===== src/rtl/tsiq_pkg.sv =====
// shared types and constants for the target switch input qualifier
package tsiq_pkg;

   localparam int CSR_INDEX_W = 3;
   localparam int CSR_DATA_W  = 23;
   localparam int STICK_W     = 15;
   localparam int PAUSE_W     = 16;
   localparam int THRESH_W    = 23;
   localparam int SUM_W       = 24;
   localparam int TIME_W      = 32;

   localparam logic [STICK_W-1:0]  ENGAGE_RESET  = 15'd8192;
   localparam logic [STICK_W-1:0]  RELEASE_RESET = 15'd4096;
   localparam logic [PAUSE_W-1:0]  PAUSE_RESET   = 16'd150;
   localparam logic [PAUSE_W-1:0]  WINDOW_RESET  = 16'd250;
   localparam logic [THRESH_W-1:0] THRESH_RESET  = 23'd0;

   typedef enum logic [CSR_INDEX_W-1:0] {
      CSR_STICK_ENGAGE  = 3'd0,
      CSR_STICK_RELEASE = 3'd1,
      CSR_REARM_PAUSE   = 3'd2,
      CSR_WINDOW        = 3'd3,
      CSR_MOUSE_THRESH  = 3'd4
   } csr_index_type;

   typedef enum logic [1:0] {
      KIND_STICK   = 2'd0,
      KIND_MOUSE   = 2'd1,
      KIND_RELEASE = 2'd2,
      KIND_TOGGLE  = 2'd3
   } kind_type;

   typedef enum logic [1:0] {
      LATCH_NEUTRAL = 2'd0,
      LATCH_RIGHT   = 2'd1,
      LATCH_LEFT    = 2'd2
   } latch_type;

   // per-item control shared by the stick and mouse paths
   typedef struct packed {
      logic fire;     // item leaves the input register this cycle
      logic clear;    // lock lost or lock toggle
      logic stick;    // stick sample
      logic release_; // stick released
      logic mouse;    // mouse delta
   } step_type;

   typedef struct packed {
      logic fire;
      logic left;
   } request_type;

endpackage


===== src/rtl/tsiq_stick.sv =====
// stick hysteresis latch: state register and next-state logic
module tsiq_stick import tsiq_pkg::*; (
   input  logic               clock,
   input  logic               reset,
   input  step_type           step,
   input  logic signed [15:0] stick_x,
   input  logic [STICK_W-1:0] engage,
   input  logic [STICK_W-1:0] release_th,
   output latch_type          latch_next,
   output request_type        request
);

   latch_type latch_ff, latch_in;
   logic signed [17:0] x_ext, eng_pos, eng_neg;
   logic [16:0] x_mag;
   logic [STICK_W-1:0] rel_eff;
   latch_type stick_latch;
   request_type stick_req;

   always_comb begin
      x_ext   = 18'(stick_x);
      x_mag   = stick_x[15] ? 17'(-x_ext) : 17'(x_ext);
      eng_pos = $signed({3'b000, engage});
      eng_neg = -eng_pos;
      rel_eff = (release_th < engage) ? release_th : engage;

      stick_latch = latch_ff;
      stick_req   = '0;
      case (latch_ff)
         LATCH_RIGHT, LATCH_LEFT: begin
            if (x_mag <= 17'(rel_eff)) begin
               stick_latch = LATCH_NEUTRAL;
            end else if (latch_ff == LATCH_RIGHT && x_ext <= eng_neg) begin
               stick_latch = LATCH_LEFT;
               stick_req   = '{fire: 1'b1, left: 1'b1};
            end else if (latch_ff == LATCH_LEFT && x_ext >= eng_pos) begin
               stick_latch = LATCH_RIGHT;
               stick_req   = '{fire: 1'b1, left: 1'b0};
            end
         end
         default: begin
            stick_latch = LATCH_NEUTRAL;
            if (x_ext >= eng_pos) begin
               stick_latch = LATCH_RIGHT;
               stick_req   = '{fire: 1'b1, left: 1'b0};
            end else if (x_ext <= eng_neg) begin
               stick_latch = LATCH_LEFT;
               stick_req   = '{fire: 1'b1, left: 1'b1};
            end
         end
      endcase

      latch_next = latch_ff;
      request    = '0;
      if (step.clear || step.release_) begin
         latch_next = LATCH_NEUTRAL;
      end else if (step.stick) begin
         latch_next = stick_latch;
         request    = stick_req;
      end
      latch_in = step.fire ? latch_next : latch_ff;
   end

   always_ff @(posedge clock) begin
      if (reset) begin
         latch_ff <= LATCH_NEUTRAL;
      end else begin
         latch_ff <= latch_in;
      end
   end

endmodule


===== src/rtl/tsiq_mouse.sv =====
// mouse accumulator with window, pause rearm and post-switch lock
module tsiq_mouse import tsiq_pkg::*; (
   input  logic                clock,
   input  logic                reset,
   input  step_type            step,
   input  logic signed [15:0]  mouse_dx,
   input  logic [TIME_W-1:0]   time_ms,
   input  logic [PAUSE_W-1:0]  rearm_pause,
   input  logic [PAUSE_W-1:0]  window,
   input  logic [THRESH_W-1:0] threshold,
   output request_type         request
);

   logic signed [SUM_W-1:0] sum_ff, sum_in;
   logic [TIME_W-1:0] start_ff, start_in, last_ff, last_in;
   logic open_ff, open_in, seen_ff, seen_in, armed_ff, armed_in;

   logic [TIME_W-1:0] gap, age;
   logic paused, armed_eff, expired, hit, active;
   logic signed [SUM_W-1:0] sum_base, sum_sat;
   logic signed [SUM_W:0] sum_wide;
   logic [SUM_W-1:0] sum_mag;

   always_comb begin
      gap       = time_ms - last_ff;
      age       = time_ms - start_ff;
      paused    = !seen_ff || (gap >= TIME_W'(rearm_pause));
      armed_eff = armed_ff || paused;
      expired   = !open_ff || paused || (age > TIME_W'(window));
      sum_base  = expired ? '0 : sum_ff;
      sum_wide  = (SUM_W+1)'(sum_base) + (SUM_W+1)'(mouse_dx);
      // saturate to the 24-bit accumulator range
      if (sum_wide[SUM_W] != sum_wide[SUM_W-1]) begin
         sum_sat = sum_wide[SUM_W] ? {1'b1, {(SUM_W-1){1'b0}}} : {1'b0, {(SUM_W-1){1'b1}}};
      end else begin
         sum_sat = sum_wide[SUM_W-1:0];
      end
      sum_mag = sum_sat[SUM_W-1] ? SUM_W'(-sum_sat) : SUM_W'(sum_sat);
      hit     = armed_eff && (threshold != '0) && (sum_mag >= SUM_W'(threshold));
      active  = step.mouse && (mouse_dx != '0);

      sum_in   = sum_ff;
      start_in = start_ff;
      last_in  = last_ff;
      open_in  = open_ff;
      seen_in  = seen_ff;
      armed_in = armed_ff;
      request  = '0;

      if (step.clear) begin
         sum_in   = '0;
         start_in = '0;
         last_in  = '0;
         open_in  = 1'b0;
         seen_in  = 1'b0;
         armed_in = 1'b1;
      end else if (active) begin
         last_in  = time_ms;
         seen_in  = 1'b1;
         start_in = expired ? time_ms : start_ff;
         open_in  = 1'b1;
         if (!armed_eff) begin
            sum_in   = '0;
            armed_in = 1'b0;
         end else if (hit) begin
            sum_in   = '0;
            start_in = '0;
            open_in  = 1'b0;
            armed_in = 1'b0;
            request  = '{fire: 1'b1, left: sum_sat[SUM_W-1]};
         end else begin
            sum_in   = sum_sat;
            armed_in = 1'b1;
         end
      end
   end

   always_ff @(posedge clock) begin
      if (reset) begin
         sum_ff   <= '0;
         start_ff <= '0;
         last_ff  <= '0;
         open_ff  <= 1'b0;
         seen_ff  <= 1'b0;
         armed_ff <= 1'b1;
      end else if (step.fire) begin
         sum_ff   <= sum_in;
         start_ff <= start_in;
         last_ff  <= last_in;
         open_ff  <= open_in;
         seen_ff  <= seen_in;
         armed_ff <= armed_in;
      end
   end

endmodule


===== src/rtl/target_switch_input_qualifier.sv =====
// top level: input register, stick and mouse paths, result register, config registers
//
// Turns look input into target-switch requests while a hard lock is held.
// req_ channel: one input item per handshake; req_tuser carries the kind,
// req_tdata the locked flag, stick axis, mouse delta and timestamp.
// rsp_ channel: exactly one result item per input item, in order.
// csr_ channel: register writes, always ready; write only while idle.
// rsp_tvalid rises once the item has passed the input register and then the
// result register: the item sits in the input register, where the stick latch
// and mouse accumulator logic evaluate it against their state, then moves into
// the result register. Throughput is one item per cycle while the receiver
// does not stall; the state update of one item feeds the next item directly,
// so items may follow back to back.
// When the receiver stalls, the result register holds its item, the input
// register still takes one more item, and req_tready falls after that.
// Synchronous reset clears all state, restores register defaults and
// empties both pipeline registers.
module target_switch_input_qualifier import tsiq_pkg::*; (
   input  logic                   clock,
   input  logic                   reset,
   input  logic                   req_tvalid,
   output logic                   req_tready,
   input  logic [71:0]            req_tdata,  // locked, stick_x, mouse_dx, time_ms, zero pad
   input  logic [1:0]             req_tuser,  // kind
   output logic                   rsp_tvalid,
   input  logic                   rsp_tready,
   output logic [7:0]             rsp_tdata,  // switch_request, switch_left, latch_now, zero pad
   input  logic                   csr_valid,
   output logic                   csr_ready,
   input  logic [CSR_INDEX_W-1:0] csr_index,
   input  logic [CSR_DATA_W-1:0]  csr_wdata
);

   logic [STICK_W-1:0]  engage_ff, release_ff;
   logic [PAUSE_W-1:0]  pause_ff, window_ff;
   logic [THRESH_W-1:0] thresh_ff;

   logic               s1_valid_ff;
   kind_type           s1_kind_ff;
   logic               s1_locked_ff;
   logic signed [15:0] s1_stick_ff, s1_dx_ff;
   logic [TIME_W-1:0]  s1_time_ff;

   logic       out_valid_ff, out_valid_in;
   logic [3:0] out_data_ff;

   logic        advance;
   step_type    step;
   latch_type   latch_next;
   request_type stick_req, mouse_req;
   logic        any_req, any_left;

   assign csr_ready = 1'b1;

   always_ff @(posedge clock) begin
      if (reset) begin
         engage_ff  <= ENGAGE_RESET;
         release_ff <= RELEASE_RESET;
         pause_ff   <= PAUSE_RESET;
         window_ff  <= WINDOW_RESET;
         thresh_ff  <= THRESH_RESET;
      end else if (csr_valid) begin
         unique case (csr_index)
            CSR_STICK_ENGAGE:  engage_ff  <= csr_wdata[STICK_W-1:0];
            CSR_STICK_RELEASE: release_ff <= csr_wdata[STICK_W-1:0];
            CSR_REARM_PAUSE:   pause_ff   <= csr_wdata[PAUSE_W-1:0];
            CSR_WINDOW:        window_ff  <= csr_wdata[PAUSE_W-1:0];
            CSR_MOUSE_THRESH:  thresh_ff  <= csr_wdata[THRESH_W-1:0];
            default: ;
         endcase
      end
   end

   assign advance    = s1_valid_ff && (!out_valid_ff || rsp_tready);
   assign req_tready = !s1_valid_ff || advance;

   always_ff @(posedge clock) begin
      if (reset) begin
         s1_valid_ff <= 1'b0;
      end else if (req_tready) begin
         s1_valid_ff <= req_tvalid;
      end
   end

   always_ff @(posedge clock) begin
      if (req_tvalid && req_tready) begin
         s1_kind_ff   <= kind_type'(req_tuser);
         s1_locked_ff <= req_tdata[0];
         s1_stick_ff  <= req_tdata[16:1];
         s1_dx_ff     <= req_tdata[32:17];
         s1_time_ff   <= req_tdata[64:33];
      end
   end

   always_comb begin
      step.fire     = advance;
      step.clear    = !s1_locked_ff || (s1_kind_ff == KIND_TOGGLE);
      step.stick    = s1_locked_ff && (s1_kind_ff == KIND_STICK);
      step.release_ = s1_locked_ff && (s1_kind_ff == KIND_RELEASE);
      step.mouse    = s1_locked_ff && (s1_kind_ff == KIND_MOUSE);
   end

   tsiq_stick u_stick (
      .clock      (clock),
      .reset      (reset),
      .step       (step),
      .stick_x    (s1_stick_ff),
      .engage     (engage_ff),
      .release_th (release_ff),
      .latch_next (latch_next),
      .request    (stick_req)
   );

   tsiq_mouse u_mouse (
      .clock       (clock),
      .reset       (reset),
      .step        (step),
      .mouse_dx    (s1_dx_ff),
      .time_ms     (s1_time_ff),
      .rearm_pause (pause_ff),
      .window      (window_ff),
      .threshold   (thresh_ff),
      .request     (mouse_req)
   );

   // only one path can be active for a given kind
   assign any_req  = stick_req.fire || mouse_req.fire;
   assign any_left = (stick_req.fire && stick_req.left) || (mouse_req.fire && mouse_req.left);

   always_comb begin
      out_valid_in = out_valid_ff;
      if (advance) begin
         out_valid_in = 1'b1;
      end else if (rsp_tready) begin
         out_valid_in = 1'b0;
      end
   end

   always_ff @(posedge clock) begin
      if (reset) begin
         out_valid_ff <= 1'b0;
      end else begin
         out_valid_ff <= out_valid_in;
      end
   end

   always_ff @(posedge clock) begin
      if (advance) begin
         out_data_ff <= {latch_next, any_left, any_req};
      end
   end

   assign rsp_tvalid = out_valid_ff;
   assign rsp_tdata  = {4'b0000, out_data_ff};

   a_left_needs_request : assert property (@(posedge clock) disable iff (reset)
      rsp_tvalid |-> !(rsp_tdata[1] && !rsp_tdata[0]))
      else $error("direction flagged without a request");

   a_latch_code : assert property (@(posedge clock) disable iff (reset)
      rsp_tvalid |-> (rsp_tdata[3:2] != 2'b11))
      else $error("latch code out of range");

   a_reset_empties : assert property (@(posedge clock)
      reset |=> !rsp_tvalid && !s1_valid_ff)
      else $error("pipeline not empty after reset");

   a_stage_holds : assert property (@(posedge clock) disable iff (reset)
      (s1_valid_ff && !advance) |=> s1_valid_ff && $stable(s1_time_ff))
      else $error("input register lost an item while stalled");

   a_unlocked_quiet : assert property (@(posedge clock) disable iff (reset)
      (advance && !s1_locked_ff) |=> !rsp_tdata[0] && (rsp_tdata[3:2] == LATCH_NEUTRAL))
      else $error("request raised without lock");

endmodule


===== config.mk =====
export PLATFORM = sky130hd
export DESIGN_NAME = target_switch_input_qualifier
export DESIGN_NICKNAME = d
export VERILOG_FILES = /design/src/rtl/tsiq_pkg.sv /design/src/rtl/tsiq_stick.sv /design/src/rtl/tsiq_mouse.sv /design/src/rtl/target_switch_input_qualifier.sv
export SDC_FILE = /design/constraint.sdc
export NUM_CORES = 1
export LEC_CHECK = 0
export ABC_AREA = 1
export BUFFER_PORTS_ARGS = -buffer_cell sky130_fd_sc_hd__clkbuf_2
export CAP_MARGIN = 20
export CORE_MARGIN = 2
export CORE_UTILIZATION = 63
export DETAILED_ROUTE_END_ITERATION = 10
export PLACE_DENSITY = 0.81
export SLEW_MARGIN = 20
export SYNTH_ARGS = -nofsm -noshare
export SYNTH_HDL_FRONTEND = slang
export SYNTH_HIERARCHICAL = 1
export SYNTH_SLANG_ARGS = --single-unit

===== constraint.sdc =====
create_clock -name clock -period 10.7 [get_ports clock]
set_input_delay 3.21 -clock clock [delete_from_list [all_inputs] [get_ports clock]]
set_output_delay 3.21 -clock clock [all_outputs]
set_load 0.005 [all_outputs]

; ---- Word-level counts from Yosys, hierarchy flattened
; Cells that the tools add are included.
[totals]
latch_bits = 0
wordCells = 131
ramBits = 0
ff_bits = 251
out_inout_bits = 11
rom_bits = 0
mem_count = 0
[classes]
magnitude_cmp = 7
mul = 0
n_mux = 48
div = 0
n_bitwise = 0
n_addsub = 6
n_reduce_logical = 40
n_eq_ne = 10
n_shift = 0
[op_table]
columns = cell, n
row1 = $mux 32, 7
row2 = $mux 24, 8
row3 = $sub 32x32->32, 2
row4 = $mux 2, 20
row5 = $ge 32x16->1, 1
row6 = $gt 32x16->1, 1
row7 = $add 24x16->25, 1
row8 = $ge 24x23->1, 1
row9 = $neg 24->24, 1
row10 = $reduce_bool 23->1, 1
row11 = $le 16x18->1, 1
row12 = $neg 15->18, 1
row13 = $le 17x15->1, 1
row14 = $mux 17, 1
row15 = $neg 16->17, 1
row16 = $ge 16x16->1, 1
row17 = $reduce_bool 16->1, 1
row18 = $lt 15x15->1, 1
row19 = $mux 15, 1
row20 = $logic_and 1x1->1, 12
row21 = $reduce_and 2->1, 6
row22 = $mux 1, 11
row23 = $logic_or 1x1->1, 10
row24 = $eq 2x2->1 const B, 3
row25 = other kinds (10), 17

; ---- Logic depth before layout (Yosys ltp)
[logic_depth]
word_depth = 19
depth_mapped = 75
ltp_nobuf = 69

; ---- Modules after synthesis
; Netlist, hierarchy kept.
[modules_own_cells]
columns = module, instances, seq_area_each_um2, area_per_inst_um2, cells_per_inst
row1 = tsiq_mouse, 1, 1821.7, 12811.0, 2277
row2 = target_switch_input_qualifier, 1, 3873.7, 5766.8, 583
row3 = tsiq_stick, 1, 40.0, 2601.2, 404

; ---- Least setup slack after synthesis
; No wires, ideal clock.
[synth_timing]
kind = register to register
start = register s1_time_ff[0]
end = register out_data_ff[0], data pin
path_stages_with_launch = 69
arrival_ps = 8298
slack_ps = 2140
setup_time_ps = 262
period_less_slack_ps = 8560
cell_sequence = edfxtp_1 inv_1 ha_1 inv_1 fa_1 nand2_1 nand2_1 and2_1 nand2_1 nand2_1 nand2_1 nand2_1 xor2_1 ha_1 a21oi_1 nor2_1 a211oi_1 nand3_1 [33 not listed] o21ai_0 xor2_1 inv_1 ha_1 nand2_1 o21ai_0 a41oi_1 nand2_1 nand2_1 nand2_1 nand2_1 nand2_1 nand2_1 nand3_2 nand2_4 buf_6 nor3_1 or2_2
[synth_lines]
columns = item, line
row1 = start: declaration, target_switch_input_qualifier.sv:42  ; logic [TIME_W-1:0] s1_time_ff;
row2 = start signal: assignment, target_switch_input_qualifier.sv:91  ; s1_time_ff <= req_tdata[64:33];
row3 = end signal: assignment, target_switch_input_qualifier.sv:149  ; out_data_ff <= {latch_next, any_left, any_req};
row4 = end: declaration, target_switch_input_qualifier.sv:45  ; logic [3:0] out_data_ff;

==> impl_metrics.toml <==
[synth]
syn_inst = 3264
netlist.area_leader.share_pct = 17.0
ys_ff_latch = 251
synth-main-ff-cell = "dfxtp_1"
yosys.area.top_type = "dfxtp_1"
seq_area_frac_synth_pct = 27.1
synth_cell_types = 59
synth_edf_count = 71
yosysWarnings = 6
ys_async_sr_fraction_pct = 0
syn-cell-area_sq_mm = 0.0212
synthTopCellsByArea = "dfxtp_1, nand2_1, ha_1, edfxtp_1, inv_1"
syn_area_per_cell_sq_um = 6.49

[timing]
fmax_mhz = 100
fin_worst_skew_ns = 0.0181
finalMaxSlewViolations = 0
tightestPinTransition_ns = 1.05
setup_violations = 0
fin_hold_ws_ns = 0.464
period_needed_ns = 9.98
post-route-period-util_pct = 93.3
hold_viol = 0
rsz0062_at_grt = "false"
finalSetupTns_ns = 0
max_slew_margin_pct = 29.6

[place]
place_congestion = 0.968
place_inst = 3741
numPortBuffers = 103
dp_hpwl_mm = 45.4

[worst_setup_path]
crit_slowest_cell = "fa_1"
critical_path.max_fanout = 24
crit_required_ns = 11.01
r2r_setup_slack_ns = 0.72
arrival_ns = 10.30
max_stage_delay_ns = 0.51
worstSetupPathType = "reg2reg"
startpoint_type = "flop"
reg2reg_depth = 58
crit_top_cell = "nand2_1"
critPathCaptureType = "flop"

[clock_tree]
root_buffer = "clkbuf_16"
cts.htree.levels = 1
clkSlewWorstSetupHoldPaths_ns = 0.06
holdBufCountCts = 0
worstSkewPairLatency_ns = 0.58
cts.sinks = 251
clockBufferDepth = 3
cts_tree = "yes"
cts_buffers = 28

[routing]
drc = 0
wire_per_inst_um = 15.5
drt_iter0_markers = 1995
wl_mm = 58.9
num_vias = 21200
dr.pass1.iters = 6
viasPerCell = 5.58
postRouteAntennaNets = 0

[worst_hold_path]
whs_path_depth = 2
min_path_type = "reg2reg"

[power_and_ir_drop]
ir_worst_vdd_mv = 0.135
leakagePower_nw = 11.0
power_density_mw_per_mm2 = 125

[floorplanning]
ios = 116
initial_core_util_pct = 63.6
core_area_sq_mm = 0.0333
rows = 67
dieWidth_um = 187
dieArea_sq_mm = 0.0351
die_height_um = 187

[cells_and_area]
layout_common_cells = "nand2_1, inv_1, nor2_1"
final_cells = 3799
final_util_pct = 68.9
area_delta_synth_final_pct = 8.33
insertedDiodeCount = 0
nets = 3646
mostFrequentLayoutCell = "nand2_1"
drive_above_1_share_pct = 8.33

[outcome]
status = "finished, final reports clean"

[global_routing]
track_usage_pct = 33.0
grt_max_degree = 90
antenna_found_initial = 0
first_global_vias = 19800
grt_first_pass_wirelength_mm = 96.2
grt-ovfl-total = 0

[run]
cap_violations = 0
[cell usage after synthesis (all sizes together) (3+ instances only)]
cell	instances
o21bai	13
edfxtp	71
xor2	65
inv	508
and2	5
o21ai	117
a211oi	4
nor4	16
or2	7
nor2	404
nand4	76
a31oi	5
clkbuf	30
a21oi	228
o211ai	5
a21o	3
xnor2	13
fa	3
nand3	232
buf	59
dfxtp	180
ha	209
nand2	938
nor3	36
nand3b	21
[flip-flops by register name, summed over array words and instances, names as in the netlist]
register,cells
s1_dx_ff,16
u_mouse/armed_ff,1
pause_ff,16
s1_valid_ff,1
s1_time_ff,32
u_mouse/open_ff,1
out_data_ff,4
u_mouse/last_ff,32
s1_stick_ff,16
window_ff,16
s1_kind_ff,2
engage_ff,15
u_mouse/seen_ff,1
rsp_tvalid,1
s1_locked_ff,1
u_mouse/sum_ff,24
thresh_ff,23
u_mouse/start_ff,32
release_ff,15
u_stick/latch_ff,2
[stage by stage]
step	worst slack (ns)	instance area [sq um]	power [W]
floorplan	2.14	21200	0.00163
global placement	0.930	21800	0.00179
detailed placement	0.793	21800	0.00182
CTS	0.721	22800	0.00284
global route	0.0354	22900	0.00302
finish	0.716	22900	0.00287
[power by group]
part	total [W]	internal [W]	leakage, nW	switching (W)
sequential	0.00106	0.00102	2.15	0.0000395
combinational	0.000783	0.000275	8.33	0.000507
clock	0.00103	0.000619	0.489	0.000410
total	0.00287	0.00191	11.0	0.000957
[logic make-up (layout without fill, tap and decap cells)]
logic type,after synthesis,in the layout,synth area share [%]
AO/OA/AOI/OAI,387,387,9.86
XOR/XNOR,78,78,3.23
adder cells (fa/ha/maj),212,212,12.6
buffers and inverters,598,682,11.7
flip-flops,251,251,27.1
other,2,5,0.0355
AND/OR/NAND/NOR,1736,1736,35.5
[worst max-delay path: cells and delay by family, from the launching register on]
| family | cells | cell delay (ns) |
|---|---|---|
| buf+inv | 6 | 0.75 |
| xor+xnor | 3 | 0.54 |
| compound gates | 12 | 2.04 |
| flops | 1 | 0.41 |
| simple gates | 31 | 4.01 |
| fa+ha+maj | 6 | 1.95 |
[final cells by class]
cell class	instances	area (sq um)
Tap cell	448	561
Fill cell	3010	10300
Sequential cell	251	5740
Timing Repair Buffer	121	693
Inverter	509	1920
Multi-Input combinational cell	2418	13000
Clock buffer	40	837
Clock inverter	12	160
[what timing repair did]
action | CTS | global route
setup buffers | 0 | 4
gates resized for setup | 0 | 10
endpoints found under the setup margin | 0 | 55
[path summary, 6_finish.rpt]
| path | to | startpoint |
|---|---|---|
| worst max-delay path | out_data_ff[0]$_DFFE_PP_ | s1_time_ff[0]$_DFFE_PP_ |
| worst min-delay path | u_mouse/sum_ff[0]$_SDFFE_PP0P_ | u_mouse/sum_ff[0]$_SDFFE_PP0P_ |
| worst min register to register | u_mouse/sum_ff[0]$_SDFFE_PP0P_ | u_mouse/sum_ff[0]$_SDFFE_PP0P_ |
| worst max register to register | out_data_ff[0]$_DFFE_PP_ | s1_time_ff[0]$_DFFE_PP_ |
[layer usage]
| metal | share of wire, % | GRT usage, % | vias to the layer above |
|---|---|---|---|
| met4 | 2.4 | 9.62 | 0 |
| met5 | 0 | 0 | - |
| met1 | 44 | 46.6 | 9643 |
| met3 | 8.6 | 4.15 | 107 |
| met2 | 45 | 53.0 | 846 |
| li1 | - | - | 10600 |
(Power assumes the default switching activity.)
